<file path="config.mk">
export PLATFORM = sky130hd
export DESIGN_NAME = windowed_signal_statistics
export DESIGN_NICKNAME = d
export VERILOG_FILES = /design/src/hdl/wss_pkg.sv /design/src/hdl/windowed_signal_statistics.sv /design/src/hdl/wss_ram.sv /design/src/hdl/wss_datapath.sv /design/src/hdl/wss_ctrl.sv
export SDC_FILE = /design/constraint.sdc
export NUM_CORES = 2
export LEC_CHECK = 0
export ABC_AREA = 1
export BUFFER_PORTS_ARGS = -buffer_cell sky130_fd_sc_hd__buf_4
export CELL_PAD_IN_SITES_DETAIL_PLACEMENT = 1
export CELL_PAD_IN_SITES_GLOBAL_PLACEMENT = 1
export CORE_MARGIN = 8
export CORE_UTILIZATION = 55
export CTS_CLUSTER_SIZE = 24
export DETAILED_ROUTE_END_ITERATION = 7
export HOLD_SLACK_MARGIN = 0.02
export MAX_ROUTING_LAYER = met4
export PLACE_DENSITY_LB_ADDON = 0.15
export SLEW_MARGIN = 25
export SYNTH_ARGS = -nofsm -noshare
export SYNTH_HDL_FRONTEND = slang
export SYNTH_SLANG_ARGS = --single-unit
export TNS_END_PERCENT = 20
</file>
<file path="constraint.sdc">
create_clock -name aclk -period 21.2 [get_ports aclk]
set_clock_uncertainty 0.15 [all_clocks]
set_input_delay 6.36 -clock aclk [delete_from_list [all_inputs] [get_ports aclk]]
set_output_delay 6.36 -clock aclk [all_outputs]
set_load 0.02 [all_outputs]
</file>
<file path="src/hdl/wss_pkg.sv">
`default_nettype none

package wss_pkg;

    // Fixed field widths of the sample and result channels.
    localparam int SAMPLE_W = 16;
    localparam int CNT_W    = 7;
    localparam int DIFF_W   = SAMPLE_W + 1;
    localparam int SUM_W    = SAMPLE_W + CNT_W;
    localparam int SQ_W     = 2 * SAMPLE_W;
    localparam int SUMSQ_W  = SQ_W + CNT_W;
    localparam int NUM_W    = SUMSQ_W + CNT_W;
    localparam int DEN_W    = 2 * CNT_W;
    localparam int ROOT_W   = NUM_W / 2;

    localparam int DEF_STORE_DEPTH = 64;

    localparam logic [CNT_W-1:0] WL_RESET = 7'd64;

    // Command codes of the input channel.
    localparam logic [1:0] OP_PUSH    = 2'd0;
    localparam logic [1:0] OP_POP     = 2'd1;
    localparam logic [1:0] OP_COMPUTE = 2'd2;

    // Divider operand selection.
    localparam logic [1:0] DIV_MEAN  = 2'd0;
    localparam logic [1:0] DIV_SLOPE = 2'd1;
    localparam logic [1:0] DIV_VAR   = 2'd2;

    // Commands from the controller to the datapath.
    typedef struct packed {
        logic       accept;
        logic       walk_start;
        logic       prep;
        logic       vsub;
        logic       div_start;
        logic [1:0] div_sel;
        logic       mean_cap;
        logic       slope_cap;
        logic       sqrt_start;
        logic       load_result;
        logic       result_feat;
    } wss_cmd_t;

    // Status from the datapath to the controller.
    typedef struct packed {
        logic in_long;
        logic walk_done;
        logic div_done;
        logic sqrt_done;
    } wss_status_t;

endpackage

`default_nettype wire

</file>
<file path="src/hdl/windowed_signal_statistics.sv">
// Channel   | Direction | Handshake          | Payload
// ----------+-----------+--------------------+-----------------------------------------
// s_        | in        | s_valid / s_ready  | command, sample_value, drop_count
// m_        | out       | m_valid / m_ready  | mean, std_dev, min, max, slope, fill, full
// cfg_      | in        | cfg_wr_en          | window_length (write resets the window)
//
// Push, pop and short compute items load the result at their transfer; the result is registered.
// A compute over N >= 2 samples walks the window through the sample RAM read port,
// then runs 23 + 17 + 46 divider steps and 23 square root steps, with a handoff
// between the units, and then loads the result.
// Reset (synchronous, active low) empties the window and sets the length to 64.
// A stalled result holds the output register; a new item waits until it is free.
`default_nettype none

module windowed_signal_statistics
    import wss_pkg::*;
#(
    parameter int STORE_DEPTH = DEF_STORE_DEPTH
) (
    input  wire                        aclk,
    input  wire                        aresetn,
    input  wire                        cfg_wr_en,
    input  wire  [CNT_W-1:0]           cfg_wr_data,
    input  wire                        s_valid,
    output logic                       s_ready,
    input  wire  [1:0]                 s_command,
    input  wire  signed [SAMPLE_W-1:0] s_sample_value,
    input  wire  [CNT_W-1:0]           s_drop_count,
    output logic                       m_valid,
    input  wire                        m_ready,
    output logic signed [SAMPLE_W-1:0] m_mean_value,
    output logic [SAMPLE_W-1:0]        m_std_dev,
    output logic signed [SAMPLE_W-1:0] m_min_value,
    output logic signed [SAMPLE_W-1:0] m_max_value,
    output logic signed [DIFF_W-1:0]   m_slope_value,
    output logic [CNT_W-1:0]           m_fill_level,
    output logic                       m_window_full
);

    wss_cmd_t    cmd;
    wss_status_t status;

    // Sequencer for the multi-cycle compute.
    wss_ctrl u_ctrl (
        .aclk    (aclk),
        .aresetn (aresetn),
        .s_valid (s_valid),
        .s_ready (s_ready),
        .m_valid (m_valid),
        .m_ready (m_ready),
        .status  (status),
        .cmd     (cmd)
    );

    // Window store, accumulators, divider, square root and result register.
    wss_datapath #(
        .STORE_DEPTH (STORE_DEPTH)
    ) u_datapath (
        .aclk           (aclk),
        .aresetn        (aresetn),
        .cfg_wr_en      (cfg_wr_en),
        .cfg_wr_data    (cfg_wr_data),
        .s_command      (s_command),
        .s_sample_value (s_sample_value),
        .s_drop_count   (s_drop_count),
        .cmd            (cmd),
        .status         (status),
        .m_mean_value   (m_mean_value),
        .m_std_dev      (m_std_dev),
        .m_min_value    (m_min_value),
        .m_max_value    (m_max_value),
        .m_slope_value  (m_slope_value),
        .m_fill_level   (m_fill_level),
        .m_window_full  (m_window_full)
    );

endmodule

`default_nettype wire

</file>
<file path="src/hdl/wss_ram.sv">
`default_nettype none

module wss_ram #(
    parameter int WIDTH = 16,
    parameter int DEPTH = 64
) (
    input  wire                       aclk,
    input  wire                       we,
    input  wire [$clog2(DEPTH)-1:0]   waddr,
    input  wire [WIDTH-1:0]           wdata,
    input  wire [$clog2(DEPTH)-1:0]   raddr,
    output logic [WIDTH-1:0]          rdata
);

    logic [WIDTH-1:0] mem [DEPTH];

    // One write port and one registered read port.
    always_ff @(posedge aclk) begin
        if (we) begin
            mem[waddr] <= wdata;
        end
        rdata <= mem[raddr];
    end

endmodule

`default_nettype wire

</file>
<file path="src/hdl/wss_datapath.sv">
`default_nettype none

module wss_datapath
    import wss_pkg::*;
#(
    parameter int STORE_DEPTH = DEF_STORE_DEPTH
) (
    input  wire                        aclk,
    input  wire                        aresetn,
    input  wire                        cfg_wr_en,
    input  wire  [CNT_W-1:0]           cfg_wr_data,
    input  wire  [1:0]                 s_command,
    input  wire  signed [SAMPLE_W-1:0] s_sample_value,
    input  wire  [CNT_W-1:0]           s_drop_count,
    input  wss_cmd_t                   cmd,
    output wss_status_t                status,
    output logic signed [SAMPLE_W-1:0] m_mean_value,
    output logic [SAMPLE_W-1:0]        m_std_dev,
    output logic signed [SAMPLE_W-1:0] m_min_value,
    output logic signed [SAMPLE_W-1:0] m_max_value,
    output logic signed [DIFF_W-1:0]   m_slope_value,
    output logic [CNT_W-1:0]           m_fill_level,
    output logic                       m_window_full
);

    localparam int ADDR_W = $clog2(STORE_DEPTH);
    localparam int CMP_W  = (ADDR_W + 1 > CNT_W) ? ADDR_W + 1 : CNT_W;
    localparam int DCNT_W = $clog2(NUM_W + 1);
    localparam int RCNT_W = $clog2(ROOT_W + 1);

    // Window state.
    logic [CNT_W-1:0]  wl_reg;
    logic [CNT_W-1:0]  held_reg;
    logic [CNT_W-1:0]  held_next;
    logic [ADDR_W-1:0] wp_reg;
    logic [CMP_W-1:0]  len_eff;
    logic [CMP_W-1:0]  wp_inc;
    logic [ADDR_W-1:0] wp_wrap;
    logic [CMP_W:0]    old_sum;
    logic [CMP_W:0]    old_mod;
    logic [ADDR_W-1:0] oldest;

    // Walk over the window.
    logic              walk_run_reg;
    logic [ADDR_W-1:0] rd_pos_reg;
    logic [CMP_W-1:0]  rd_inc;
    logic [CNT_W-1:0]  rd_left_reg;
    logic              v1_reg;
    logic              v2_reg;
    logic              first_reg;
    logic              walk_done_reg;
    logic [SAMPLE_W-1:0]        rdata;
    logic signed [SAMPLE_W-1:0] x;
    logic signed [SQ_W-1:0]     prod;
    logic [SQ_W-1:0]            sq_reg;
    logic signed [SUM_W-1:0]    sum_reg;
    logic [SUMSQ_W-1:0]         sumsq_reg;
    logic signed [SAMPLE_W-1:0] min_reg;
    logic signed [SAMPLE_W-1:0] max_reg;
    logic signed [SAMPLE_W-1:0] first_val_reg;
    logic signed [SAMPLE_W-1:0] last_val_reg;

    // Variance operands.
    logic [SUM_W-1:0]  abs_sum;
    logic signed [DIFF_W-1:0] diff;
    logic [DIFF_W-1:0] abs_diff;
    logic [NUM_W-1:0]  num_reg;
    logic [NUM_W-1:0]  ssq_reg;
    logic [DEN_W-1:0]  den_reg;
    logic [NUM_W-1:0]  var_num_reg;

    // Shared divider.
    logic [NUM_W-1:0]  div_q_reg;
    logic [DEN_W-1:0]  div_r_reg;
    logic [DEN_W-1:0]  div_d_reg;
    logic [DCNT_W-1:0] div_cnt_reg;
    logic              div_done_reg;
    logic [DEN_W:0]    rem_sh;
    logic              rem_ge;
    logic [DEN_W:0]    rem_sub;

    // Square root unit.
    logic [NUM_W-1:0]  sq_v_reg;
    logic [NUM_W-1:0]  sq_res_reg;
    logic [NUM_W-1:0]  sq_bit_reg;
    logic [RCNT_W-1:0] sq_cnt_reg;
    logic              sqrt_done_reg;
    logic [NUM_W-1:0]  sq_t;

    // Captured features.
    logic signed [SAMPLE_W-1:0] mean_reg;
    logic signed [DIFF_W-1:0]   slope_reg;
    logic [SAMPLE_W-1:0]        std_val;
    logic [CNT_W-1:0]           fill_src;

    // Effective window length: zero acts as one, oversize clamps to the store.
    always_comb begin
        if (wl_reg == '0) begin
            len_eff = CMP_W'(1);
        end else if (CMP_W'(wl_reg) > CMP_W'(STORE_DEPTH)) begin
            len_eff = CMP_W'(STORE_DEPTH);
        end else begin
            len_eff = CMP_W'(wl_reg);
        end
    end

    // Circular position arithmetic.
    always_comb begin
        wp_inc  = CMP_W'(wp_reg) + CMP_W'(1);
        wp_wrap = (wp_inc == len_eff) ? '0 : wp_inc[ADDR_W-1:0];
        old_sum = {1'b0, CMP_W'(wp_reg)} + {1'b0, len_eff} - {1'b0, CMP_W'(held_reg)};
        old_mod = (old_sum >= {1'b0, len_eff}) ? old_sum - {1'b0, len_eff} : old_sum;
        oldest  = old_mod[ADDR_W-1:0];
        rd_inc  = CMP_W'(rd_pos_reg) + CMP_W'(1);
    end

    // Fill count after the current item.
    always_comb begin
        held_next = held_reg;
        unique case (s_command)
            OP_PUSH: begin
                if (CMP_W'(held_reg) < len_eff) begin
                    held_next = held_reg + CNT_W'(1);
                end
            end
            OP_POP: begin
                if (s_drop_count != '0) begin
                    held_next = (s_drop_count >= held_reg) ? '0 : held_reg - s_drop_count;
                end
            end
            default: begin
                held_next = held_reg;
            end
        endcase
    end

    // Window length, fill count and write position.
    always_ff @(posedge aclk) begin
        if (!aresetn) begin
            wl_reg   <= WL_RESET;
            held_reg <= '0;
            wp_reg   <= '0;
        end else if (cfg_wr_en) begin
            wl_reg   <= cfg_wr_data;
            held_reg <= '0;
            wp_reg   <= '0;
        end else if (cmd.accept) begin
            held_reg <= held_next;
            if (s_command == OP_PUSH) begin
                wp_reg <= wp_wrap;
            end
        end
    end

    wss_ram #(
        .WIDTH (SAMPLE_W),
        .DEPTH (STORE_DEPTH)
    ) u_store (
        .aclk  (aclk),
        .we    (cmd.accept && (s_command == OP_PUSH)),
        .waddr (wp_reg),
        .wdata (s_sample_value),
        .raddr (rd_pos_reg),
        .rdata (rdata)
    );

    assign x    = $signed(rdata);
    assign prod = x * x;

    // Walk control: one read issued per cycle, two stages behind it.
    always_ff @(posedge aclk) begin
        if (!aresetn) begin
            walk_run_reg  <= 1'b0;
            v1_reg        <= 1'b0;
            v2_reg        <= 1'b0;
            walk_done_reg <= 1'b0;
            rd_left_reg   <= '0;
            rd_pos_reg    <= '0;
            first_reg     <= 1'b0;
        end else begin
            walk_done_reg <= 1'b0;
            v2_reg        <= v1_reg;
            v1_reg        <= 1'b0;
            if (cmd.walk_start) begin
                walk_run_reg <= 1'b1;
                rd_pos_reg   <= oldest;
                rd_left_reg  <= held_reg;
                first_reg    <= 1'b1;
            end else if (walk_run_reg) begin
                if (rd_left_reg != '0) begin
                    rd_pos_reg  <= (rd_inc == len_eff) ? '0 : rd_inc[ADDR_W-1:0];
                    rd_left_reg <= rd_left_reg - CNT_W'(1);
                    v1_reg      <= 1'b1;
                end else if (!v1_reg && !v2_reg) begin
                    walk_run_reg  <= 1'b0;
                    walk_done_reg <= 1'b1;
                end
            end
            if (v1_reg) begin
                first_reg <= 1'b0;
            end
        end
    end

    // Accumulators for sum, sum of squares and the extremes.
    always_ff @(posedge aclk) begin
        if (cmd.walk_start) begin
            sum_reg   <= '0;
            sumsq_reg <= '0;
        end else begin
            if (v1_reg) begin
                sq_reg       <= unsigned'(prod);
                sum_reg      <= sum_reg + SUM_W'(x);
                last_val_reg <= x;
                if (first_reg) begin
                    first_val_reg <= x;
                    min_reg       <= x;
                    max_reg       <= x;
                end else begin
                    if (x < min_reg) begin
                        min_reg <= x;
                    end
                    if (x > max_reg) begin
                        max_reg <= x;
                    end
                end
            end
            if (v2_reg) begin
                sumsq_reg <= sumsq_reg + SUMSQ_W'(sq_reg);
            end
        end
    end

    assign abs_sum  = sum_reg[SUM_W-1] ? SUM_W'(-sum_reg) : SUM_W'(sum_reg);
    assign diff     = DIFF_W'(last_val_reg) - DIFF_W'(first_val_reg);
    assign abs_diff = diff[DIFF_W-1] ? DIFF_W'(-diff) : DIFF_W'(diff);

    // Variance numerator and denominator: products first, then the difference.
    always_ff @(posedge aclk) begin
        if (cmd.prep) begin
            num_reg <= NUM_W'(held_reg) * NUM_W'(sumsq_reg);
            ssq_reg <= NUM_W'(abs_sum) * NUM_W'(abs_sum);
            den_reg <= DEN_W'(held_reg) * DEN_W'(held_reg - CNT_W'(1));
        end
        if (cmd.vsub) begin
            var_num_reg <= (num_reg >= ssq_reg) ? num_reg - ssq_reg : '0;
        end
    end

    // Restoring divider, one quotient bit per cycle.
    always_comb begin
        rem_sh  = {div_r_reg, div_q_reg[NUM_W-1]};
        rem_ge  = rem_sh >= {1'b0, div_d_reg};
        rem_sub = rem_sh - {1'b0, div_d_reg};
    end

    always_ff @(posedge aclk) begin
        if (!aresetn) begin
            div_cnt_reg  <= '0;
            div_done_reg <= 1'b0;
        end else begin
            div_done_reg <= 1'b0;
            if (cmd.div_start) begin
                div_r_reg <= '0;
                unique case (cmd.div_sel)
                    DIV_MEAN: begin
                        div_q_reg   <= {abs_sum, (NUM_W - SUM_W)'(0)};
                        div_d_reg   <= DEN_W'(held_reg);
                        div_cnt_reg <= DCNT_W'(SUM_W);
                    end
                    DIV_SLOPE: begin
                        div_q_reg   <= {abs_diff, (NUM_W - DIFF_W)'(0)};
                        div_d_reg   <= DEN_W'(held_reg - CNT_W'(1));
                        div_cnt_reg <= DCNT_W'(DIFF_W);
                    end
                    default: begin
                        div_q_reg   <= var_num_reg;
                        div_d_reg   <= den_reg;
                        div_cnt_reg <= DCNT_W'(NUM_W);
                    end
                endcase
            end else if (div_cnt_reg != '0) begin
                div_r_reg   <= rem_ge ? rem_sub[DEN_W-1:0] : rem_sh[DEN_W-1:0];
                div_q_reg   <= {div_q_reg[NUM_W-2:0], rem_ge};
                div_cnt_reg <= div_cnt_reg - DCNT_W'(1);
                if (div_cnt_reg == DCNT_W'(1)) begin
                    div_done_reg <= 1'b1;
                end
            end
        end
    end

    // Capture of mean and slope, truncated toward zero.
    always_ff @(posedge aclk) begin
        if (cmd.mean_cap) begin
            mean_reg <= sum_reg[SUM_W-1] ? -$signed(div_q_reg[SAMPLE_W-1:0])
                                         : $signed(div_q_reg[SAMPLE_W-1:0]);
        end
        if (cmd.slope_cap) begin
            slope_reg <= diff[DIFF_W-1] ? -$signed(div_q_reg[DIFF_W-1:0])
                                        : $signed(div_q_reg[DIFF_W-1:0]);
        end
    end

    // Bitwise square root, two radicand bits per cycle.
    assign sq_t = sq_res_reg + sq_bit_reg;

    always_ff @(posedge aclk) begin
        if (!aresetn) begin
            sq_cnt_reg    <= '0;
            sqrt_done_reg <= 1'b0;
        end else begin
            sqrt_done_reg <= 1'b0;
            if (cmd.sqrt_start) begin
                sq_v_reg   <= div_q_reg;
                sq_res_reg <= '0;
                sq_bit_reg <= NUM_W'(1) << (NUM_W - 2);
                sq_cnt_reg <= RCNT_W'(ROOT_W);
            end else if (sq_cnt_reg != '0) begin
                if (sq_v_reg >= sq_t) begin
                    sq_v_reg   <= sq_v_reg - sq_t;
                    sq_res_reg <= (sq_res_reg >> 1) + sq_bit_reg;
                end else begin
                    sq_res_reg <= sq_res_reg >> 1;
                end
                sq_bit_reg <= sq_bit_reg >> 2;
                sq_cnt_reg <= sq_cnt_reg - RCNT_W'(1);
                if (sq_cnt_reg == RCNT_W'(1)) begin
                    sqrt_done_reg <= 1'b1;
                end
            end
        end
    end

    assign std_val = (sq_res_reg > NUM_W'({SAMPLE_W{1'b1}})) ? {SAMPLE_W{1'b1}}
                                                           : sq_res_reg[SAMPLE_W-1:0];

    // Result register.
    assign fill_src = cmd.accept ? held_next : held_reg;

    always_ff @(posedge aclk) begin
        if (cmd.load_result) begin
            m_fill_level  <= fill_src;
            m_window_full <= CMP_W'(fill_src) >= len_eff;
            if (cmd.result_feat) begin
                m_mean_value  <= mean_reg;
                m_std_dev     <= std_val;
                m_min_value   <= min_reg;
                m_max_value   <= max_reg;
                m_slope_value <= slope_reg;
            end else begin
                m_mean_value  <= '0;
                m_std_dev     <= '0;
                m_min_value   <= '0;
                m_max_value   <= '0;
                m_slope_value <= '0;
            end
        end
    end

    assign status.in_long   = (s_command == OP_COMPUTE) && (held_reg > CNT_W'(1));
    assign status.walk_done = walk_done_reg;
    assign status.div_done  = div_done_reg;
    assign status.sqrt_done = sqrt_done_reg;

    // The fill count never exceeds the window, and the write position stays inside it.
    a_held_in_window: assert property (@(posedge aclk) disable iff (!aresetn)
        CMP_W'(held_reg) <= len_eff)
        else $error("fill count beyond window length");

    a_wp_in_window: assert property (@(posedge aclk) disable iff (!aresetn)
        CMP_W'(wp_reg) < len_eff)
        else $error("write position outside window");

endmodule

`default_nettype wire

</file>
<file path="src/hdl/wss_ctrl.sv">
`default_nettype none

module wss_ctrl
    import wss_pkg::*;
(
    input  wire         aclk,
    input  wire         aresetn,
    input  wire         s_valid,
    output logic        s_ready,
    output logic        m_valid,
    input  wire         m_ready,
    input  wss_status_t status,
    output wss_cmd_t    cmd
);

    localparam logic [3:0] ST_IDLE   = 4'd0;
    localparam logic [3:0] ST_WALK   = 4'd1;
    localparam logic [3:0] ST_DMEAN  = 4'd2;
    localparam logic [3:0] ST_DSLOPE = 4'd3;
    localparam logic [3:0] ST_DVAR   = 4'd4;
    localparam logic [3:0] ST_SQRT   = 4'd5;
    localparam logic [3:0] ST_DONE   = 4'd6;

    logic [3:0] state_reg;
    logic [3:0] state_next;
    logic       m_valid_reg;
    logic       out_free;

    // The result slot is free when empty or being taken in this cycle.
    assign out_free = !m_valid_reg || m_ready;
    assign s_ready  = (state_reg == ST_IDLE) && out_free;
    assign m_valid  = m_valid_reg;

    // Sequencing of one compute: walk, three divisions, square root.
    always_comb begin
        cmd        = '0;
        state_next = state_reg;
        unique case (state_reg)
            ST_IDLE: begin
                if (s_valid && out_free) begin
                    cmd.accept = 1'b1;
                    if (status.in_long) begin
                        cmd.walk_start = 1'b1;
                        state_next     = ST_WALK;
                    end else begin
                        cmd.load_result = 1'b1;
                    end
                end
            end
            ST_WALK: begin
                if (status.walk_done) begin
                    cmd.prep      = 1'b1;
                    cmd.div_start = 1'b1;
                    cmd.div_sel   = DIV_MEAN;
                    state_next    = ST_DMEAN;
                end
            end
            ST_DMEAN: begin
                if (status.div_done) begin
                    cmd.mean_cap  = 1'b1;
                    cmd.vsub      = 1'b1;
                    cmd.div_start = 1'b1;
                    cmd.div_sel   = DIV_SLOPE;
                    state_next    = ST_DSLOPE;
                end
            end
            ST_DSLOPE: begin
                if (status.div_done) begin
                    cmd.slope_cap = 1'b1;
                    cmd.div_start = 1'b1;
                    cmd.div_sel   = DIV_VAR;
                    state_next    = ST_DVAR;
                end
            end
            ST_DVAR: begin
                if (status.div_done) begin
                    cmd.sqrt_start = 1'b1;
                    state_next     = ST_SQRT;
                end
            end
            ST_SQRT: begin
                if (status.sqrt_done) begin
                    state_next = ST_DONE;
                end
            end
            ST_DONE: begin
                if (out_free) begin
                    cmd.load_result = 1'b1;
                    cmd.result_feat = 1'b1;
                    state_next      = ST_IDLE;
                end
            end
            default: begin
                state_next = ST_IDLE;
            end
        endcase
    end

    always_ff @(posedge aclk) begin
        if (!aresetn) begin
            state_reg   <= ST_IDLE;
            m_valid_reg <= 1'b0;
        end else begin
            state_reg <= state_next;
            if (cmd.load_result) begin
                m_valid_reg <= 1'b1;
            end else if (m_ready) begin
                m_valid_reg <= 1'b0;
            end
        end
    end

    a_long_starts_walk: assert property (@(posedge aclk) disable iff (!aresetn)
        cmd.accept && status.in_long |=> state_reg == ST_WALK)
        else $error("compute transfer did not start the walk");

    a_div_done_in_div: assert property (@(posedge aclk) disable iff (!aresetn)
        status.div_done |-> (state_reg == ST_DMEAN || state_reg == ST_DSLOPE
                             || state_reg == ST_DVAR))
        else $error("divider finished outside a divide step");

    a_no_overwrite: assert property (@(posedge aclk) disable iff (!aresetn)
        cmd.load_result |-> (!m_valid_reg || m_ready))
        else $error("result overwritten before transfer");

endmodule

`default_nettype wire

</file>
# ---- Word-level counts from Yosys, hierarchy flattened
# Memory sizes are Yosys's and may differ from the RTL's. A register that Yosys moved wholly into a read port is not among the register bits.
# Index checks and enable logic that the tools add are counted.
dict set report word_totals {
  mem_count 1
  mem_bits_rw 1024
  output_inout_bits 91
  register_bits 677
}
dict set report op_classes {
  mux 82
  bitwise 5
  n_addsub 23
  n_eq_ne 21
  n_reduce_logical 43
  n_mul 4
  n_lt_le_gt_ge 12
}
# name words width rd rd_ports_with_merged_regs wr line
set mem_list {}
lappend mem_list {u_datapath.u_store.mem 64 16 1 1 1 wss_ram.sv:15} ;# logic [WIDTH-1:0] mem [DEPTH];
# operator count
set ops {}
lappend ops {{two-way mux 46 bit} 7}
lappend ops {{two-way mux 16 bit} 6}
lappend ops {{>= comparator 46 bit} 2}
lappend ops {{case mux 46 bit (2 select lines)} 1}
lappend ops {{subtractor 46 bit} 2}
lappend ops {{two-way mux 7 bit} 9}
lappend ops {{two-way mux 6 bit} 8}
lappend ops {{adder 45 x 45 -> 46 bit} 1}
lappend ops {{adder 46 x 45 -> 46 bit} 1}
lappend ops {{> comparator 46 x 16 -> 1 bit, second input constant} 1}
lappend ops {{multiplier 23 x 23 -> 46 bit} 1}
lappend ops {{multiplier 7 x 39 -> 46 bit} 1}
lappend ops {{two-way mux 45 bit} 1}
lappend ops {{adder 39 x 32 -> 39 bit} 1}
lappend ops {{two-way mux 17 bit} 2}
lappend ops {{negation 17 bit} 2}
lappend ops {{multiplier 16 x 16 -> 32 bit} 1}
lappend ops {{two-way mux 4 bit} 8}
lappend ops {{two-way mux 14 bit} 2}
lappend ops {{case mux 14 bit (2 select lines)} 1}
lappend ops {{case mux 4 bit (7 select lines)} 1}
lappend ops {{adder 23 x 16 -> 23 bit} 1}
lappend ops {{two-way mux 1 bit} 23}
lappend ops {{two-way mux 23 bit} 1}
lappend ops {{other kinds (57)} 106}

# ---- Longest topological paths before layout
dict set report logic_depth {
  word_depth 8
  mapped_depth 41
  ltp_nobuf 40
}

# ---- Cells and area by module
# Synthesis repeated with hierarchy kept, for this count alone.
dict set report unflattened {
  hier_cells 13426
  hier_area_um2 121382.7
}
# mod area_each_um2 n_inst cells_per_inst
set modules_own_cells {}
lappend modules_own_cells {wss_datapath 78826.9 1 9811}
lappend modules_own_cells {wss_ram 42140.4 1 3534}
lappend modules_own_cells {wss_ctrl 415.4 1 81}

# ---- Worst setup path before layout
# Ideal clock, no wire load.
dict set report synth_timing {
  path_type {input port to flip-flop}
  start {input m_ready}
  end {register u_datapath.m_fill_level[0], enable pin}
  setup_slack_ns 7.343
  arrival_time_ns 13.046
  path_buffers 0
  path_stages 6
  path_cell_list {nor2_1 -> inv_1 -> nand2_1 -> nor2_4 -> inv_2 -> o21ai_0}
}
# element line
set synth_rtl {}
lappend synth_rtl {{start: declaration} windowed_signal_statistics.sv:30} ;# input wire m_ready,
lappend synth_rtl {{end signal: assignment} wss_datapath.sv:343} ;# m_fill_level <= fill_src;
lappend synth_rtl {{end: declaration} wss_datapath.sv:22} ;# output logic [CNT_W-1:0] m_fill_level,

# ---- Final worst setup path
dict set report layout_timing {
  start {input m_ready}
  end {output s_ready}
}
dict set report layout_between {
  elab_chain_len 2
}
# element line
set layout_rtl {}
lappend layout_rtl {{logical OR 1 bit} wss_ctrl.sv:30} ;# assign out_free = !m_valid_reg || m_ready;
lappend layout_rtl {{logical AND 1 bit} wss_ctrl.sv:31} ;# assign s_ready = (state_reg == ST_IDLE) && out_free;
lappend layout_rtl {{end: declaration} windowed_signal_statistics.sv:25} ;# output logic s_ready,
# No other way between the ends.

==> run_summary.xml <==
<?xml version="1.0" encoding="UTF-8"?>
<metrics>
  <group name="sta">
    <metric name="layout_min_cycle_time" unit="ps">13500</metric>
    <metric name="worst_slew_margin_rel" unit="%">25.0</metric>
    <metric name="timing_hold_violations_final" unit="">0</metric>
    <metric name="timing_worst_slew_pin_value" unit="ps">1120</metric>
    <metric name="rsz_0062_raised_after_global_routing" unit="">false</metric>
    <metric name="timing.final.max_slew_violations" unit="">0</metric>
    <metric name="worst_slack" unit="ps">7700</metric>
    <metric name="totalNegativeSetupSlack" unit="ps">0</metric>
    <metric name="finalSetupViolations" unit="">0</metric>
    <metric name="final_worst_path_period_share" unit="%">63.7</metric>
    <metric name="achievable-frequency" unit="MHz">74.1</metric>
  </group>
  <group name="worst_setup_path">
    <metric name="timing.critical_path.slowest_cell_delay" unit="ps">260</metric>
    <metric name="critical-path-slowest-cell" unit="">sky130_fd_sc_hd__nor2_1</metric>
    <metric name="cp_data_arrival_time" unit="ps">6990</metric>
    <metric name="timing.critical_path.to_type" unit="">output port</metric>
    <metric name="series_of_cell_instances_along_the_critical_path" unit="">buf_4 &gt; nor2_1 &gt; nor2_1 &gt; buf_4</metric>
    <metric name="worst-path-max-fanout" unit="">4</metric>
    <metric name="critPathTopFamily" unit="">simple AND/OR/NAND/NOR gates</metric>
    <metric name="path_class" unit="">in -&gt; out</metric>
    <metric name="worst_setup_path_start_kind" unit="">primary input</metric>
    <metric name="timing.critical_path.buf_inv" unit="">2</metric>
    <metric name="cp_data_required_time" unit="ps">14690</metric>
  </group>
  <group name="global_route">
    <metric name="grt_start_max_net_pins" unit="">111</metric>
    <metric name="globalRouteMet3Util" unit="%">4.94</metric>
    <metric name="via_count_of_the_first_global_routing_pass" unit="">103000</metric>
    <metric name="global_route.overflow_total" unit="">0</metric>
    <metric name="track_usage" unit="%">36.2</metric>
    <metric name="top_usage_layer" unit="">met2</metric>
    <metric name="grt_use_met2" unit="%">59.0</metric>
    <metric name="antenna_found_initial" unit="">11</metric>
    <metric name="grt_use_met1" unit="%">43.1</metric>
    <metric name="grt_first_pass_wirelength" unit="mm">622</metric>
  </group>
  <group name="final_layout">
    <metric name="layoutNonFillerInstCount" unit="">15900</metric>
    <metric name="finalCoreUtilization" unit="%">59.9</metric>
    <metric name="final_net_count" unit="">14400</metric>
    <metric name="max_ffs_per_register" unit="">1024</metric>
    <metric name="regMostFlops" unit="">u_datapath.u_store.mem</metric>
    <metric name="drive_above_1_share" unit="%">5.62</metric>
    <metric name="area_growth_syn_to_layout" unit="%">8.71</metric>
    <metric name="layout.filler_cells" unit="">24200</metric>
  </group>
  <group name="yosys">
    <metric name="yosys.cell_types.count" unit="">76</metric>
    <metric name="syn_area_per_cell" unit="um^2">9.31</metric>
    <metric name="netlist_area" unit="um^2">119000</metric>
    <metric name="synth-edff-count" unit="">1579</metric>
    <metric name="ys_seq_elements" unit="">1712</metric>
    <metric name="primary_flip_flop_cell_chosen_by_synthesis_mapping" unit="">sky130_fd_sc_hd__edfxtp_1</metric>
    <metric name="seq_area_frac_synth" unit="%">42.0</metric>
    <metric name="synth-async-reset-ratio" unit="%">0</metric>
    <metric name="yosys_warnings" unit="">0</metric>
    <metric name="synthesis.instances" unit="">12800</metric>
  </group>
  <group name="cts">
    <metric name="root_buffer" unit="">sky130_fd_sc_hd__clkbuf_16</metric>
    <metric name="cts_max_path_buffers" unit="">3</metric>
    <metric name="clock_insertion_delay_at_the_later_pin_of_the_skew_report" unit="ps">910</metric>
    <metric name="post_cts_setup_repair_buffer_count" unit="">0</metric>
    <metric name="tritoncts" unit="">built</metric>
    <metric name="number_of_buffers_created_by_cts" unit="">186</metric>
    <metric name="cts.clk_slew.worst_paths" unit="ps">60</metric>
    <metric name="cts.sinks" unit="">1712</metric>
    <metric name="htree_levels" unit="">4</metric>
    <metric name="cts_hold_buffers" unit="">0</metric>
    <metric name="cts-resized-gates" unit="">0</metric>
  </group>
  <group name="detailed_routing">
    <metric name="drt-vias-per-instance" unit="">6.03</metric>
    <metric name="detailroute.via_count" unit="">95600</metric>
    <metric name="drc" unit="">0</metric>
    <metric name="antenna_left" unit="">0</metric>
    <metric name="post_drt_wl_per_cell" unit="um">26.1</metric>
    <metric name="detailedRoute.firstPassIterationCount" unit="">7</metric>
    <metric name="first_iteration_detailed_routing_drc_count" unit="">7747</metric>
    <metric name="post_route_wl" unit="mm">414</metric>
  </group>
  <group name="die">
    <metric name="ios" unit="">128</metric>
    <metric name="fp.dieArea" unit="um^2">232000</metric>
    <metric name="die_width" unit="um">482</metric>
    <metric name="floorplan.initialDensity" unit="%">55.1</metric>
    <metric name="placement_rows" unit="">171</metric>
    <metric name="die_h" unit="um">482</metric>
    <metric name="fp.coreArea" unit="um^2">216000</metric>
  </group>
  <group name="placement">
    <metric name="buffer_ports.inserted" unit="">127</metric>
    <metric name="dp.cells" unit="">15500</metric>
    <metric name="gp_routability_congestion" unit="">0.986</metric>
    <metric name="preCtsSetupSlack" unit="ps">7710</metric>
    <metric name="post-dp-hpwl" unit="mm">301</metric>
  </group>
  <group name="run_status">
    <metric name="run_status" unit="">finished clean</metric>
  </group>
  <group name="job">
    <metric name="max_cap_viol_count" unit="">0</metric>
  </group>
  <group name="worst_hold_path">
    <metric name="hold_path_class" unit="">reg -&gt; reg</metric>
  </group>
</metrics>
layout make-up:
cell class | instances | area, um^2 | share of cell area, %
diodes | 13 | 32.5 | 0.0251
flip-flops and latches | 1712 | 50100 | 38.7
clock inverters | 117 | 1470 | 1.14
multi-input cells | 8452 | 59100 | 45.6
well taps | 2854 | 3570 | 2.76
repair buffers | 292 | 2190 | 1.69
clock buffers | 222 | 4820 | 3.72
inverters | 2199 | 8270 | 6.38
worst paths after layout:
| kind | from | end | slack [ps] | depth (start not counted) |
|---|---|---|---|---|
| hold reg to reg | u_datapath.rd_left_reg[0]$_SDFFE_PN0P_ | u_datapath.rd_left_reg[0]$_SDFFE_PN0P_ | 320 | 1 |
| setup / recovery | m_ready | s_ready | 7700 | 4 |
| hold / removal | u_datapath.rd_left_reg[0]$_SDFFE_PN0P_ | u_datapath.rd_left_reg[0]$_SDFFE_PN0P_ | 320 | 1 |
| setup reg to reg | u_datapath.sum_reg[0]$_SDFFE_PP0P_ | u_datapath.ssq_reg[33]$_DFFE_PP_ | 11720 | 32 |
cells in the mapped netlist, types with 20 or more instances:
cell / n / share of area, %
sky130_fd_sc_hd__a21o_1: 33 / 0.21
sky130_fd_sc_hd__a21oi_1: 544 / 2.3
sky130_fd_sc_hd__a31oi_1: 72 / 0.38
sky130_fd_sc_hd__buf_1: 26 / 0.082
sky130_fd_sc_hd__buf_2: 77 / 0.32
sky130_fd_sc_hd__clkbuf_1: 345 / 1.1
sky130_fd_sc_hd__dfxtp_1: 133 / 2.2
sky130_fd_sc_hd__edfxtp_1: 1579 / 40
sky130_fd_sc_hd__fa_1: 861 / 14
sky130_fd_sc_hd__ha_1: 654 / 6.9
sky130_fd_sc_hd__inv_1: 2170 / 6.8
sky130_fd_sc_hd__inv_2: 21 / 0.066
sky130_fd_sc_hd__nand2_1: 1932 / 6.1
sky130_fd_sc_hd__nand3_1: 347 / 1.5
sky130_fd_sc_hd__nand3b_1: 20 / 0.13
sky130_fd_sc_hd__nand4_1: 71 / 0.37
sky130_fd_sc_hd__nor2_1: 1562 / 4.9
sky130_fd_sc_hd__nor3_1: 88 / 0.37
sky130_fd_sc_hd__nor4_1: 45 / 0.24
sky130_fd_sc_hd__o211ai_1: 61 / 0.38
sky130_fd_sc_hd__o21a_1: 33 / 0.21
sky130_fd_sc_hd__o21ai_0: 1103 / 4.6
sky130_fd_sc_hd__o21ai_1: 36 / 0.15
sky130_fd_sc_hd__o21bai_1: 54 / 0.34
sky130_fd_sc_hd__o221ai_1: 44 / 0.32
sky130_fd_sc_hd__o22ai_1: 293 / 1.5
sky130_fd_sc_hd__or2_2: 28 / 0.15
sky130_fd_sc_hd__xnor2_1: 146 / 1.1
sky130_fd_sc_hd__xor2_1: 219 / 1.6
cells in the final DEF (no fill, tap or decap), types with 54 or more instances in the layout:
| cell type | synthesis | final |
|---|---|---|
| sky130_fd_sc_hd__a21oi_1 | 544 | 544 |
| sky130_fd_sc_hd__a31oi_1 | 72 | 72 |
| sky130_fd_sc_hd__buf_4 | 11 | 289 |
| sky130_fd_sc_hd__clkbuf_16 | 0 | 187 |
| sky130_fd_sc_hd__dfxtp_1 | 133 | 118 |
| sky130_fd_sc_hd__edfxtp_1 | 1579 | 1579 |
| sky130_fd_sc_hd__fa_1 | 861 | 861 |
| sky130_fd_sc_hd__ha_1 | 654 | 654 |
| sky130_fd_sc_hd__inv_1 | 2170 | 2162 |
| sky130_fd_sc_hd__nand2_1 | 1932 | 1931 |
| sky130_fd_sc_hd__nand3_1 | 347 | 345 |
| sky130_fd_sc_hd__nand4_1 | 71 | 71 |
| sky130_fd_sc_hd__nor2_1 | 1562 | 1549 |
| sky130_fd_sc_hd__nor3_1 | 88 | 87 |
| sky130_fd_sc_hd__o211ai_1 | 61 | 61 |
| sky130_fd_sc_hd__o21ai_0 | 1103 | 1101 |
| sky130_fd_sc_hd__o21bai_1 | 54 | 54 |
| sky130_fd_sc_hd__o22ai_1 | 293 | 293 |
| sky130_fd_sc_hd__xnor2_1 | 146 | 146 |
| sky130_fd_sc_hd__xor2_1 | 219 | 219 |
metrics by stage:
step / hold WS, ps / instance area [um^2]
CTS: 322 / 130000
global placement: 291 / 123000
finish: 320 / 130000
detailed placement: 310 / 123000
floorplan: 271 / 119000
global route: 347 / 130000
cells by family (layout without fill, tap and decap cells):
family | Yosys count | count (layout) | share of synthesized area [%]
AO/OA/AOI/OAI | 2382 | 2382 | 11.2
XOR/XNOR | 368 | 368 | 2.73
adder cells (fa/ha/maj) | 1515 | 1515 | 21.3
buffers and inverters | 2667 | 2830 | 8.56
flip-flops | 1712 | 1712 | 42.0
other | 2 | 44 | 0.00630
AND/OR/NAND/NOR | 4156 | 4156 | 14.1
metal layers:
metal / vias up / routed length (um)
li1: 42200 / -
met1: 48300 / 159000
met2: 3939 / 199000
met3: 1162 / 26900
met4: 0 / 29800
met5: - / 0
Power is not shown: default switching activity piles up to over one toggle a cycle in this logic, so the estimate is an artifact.
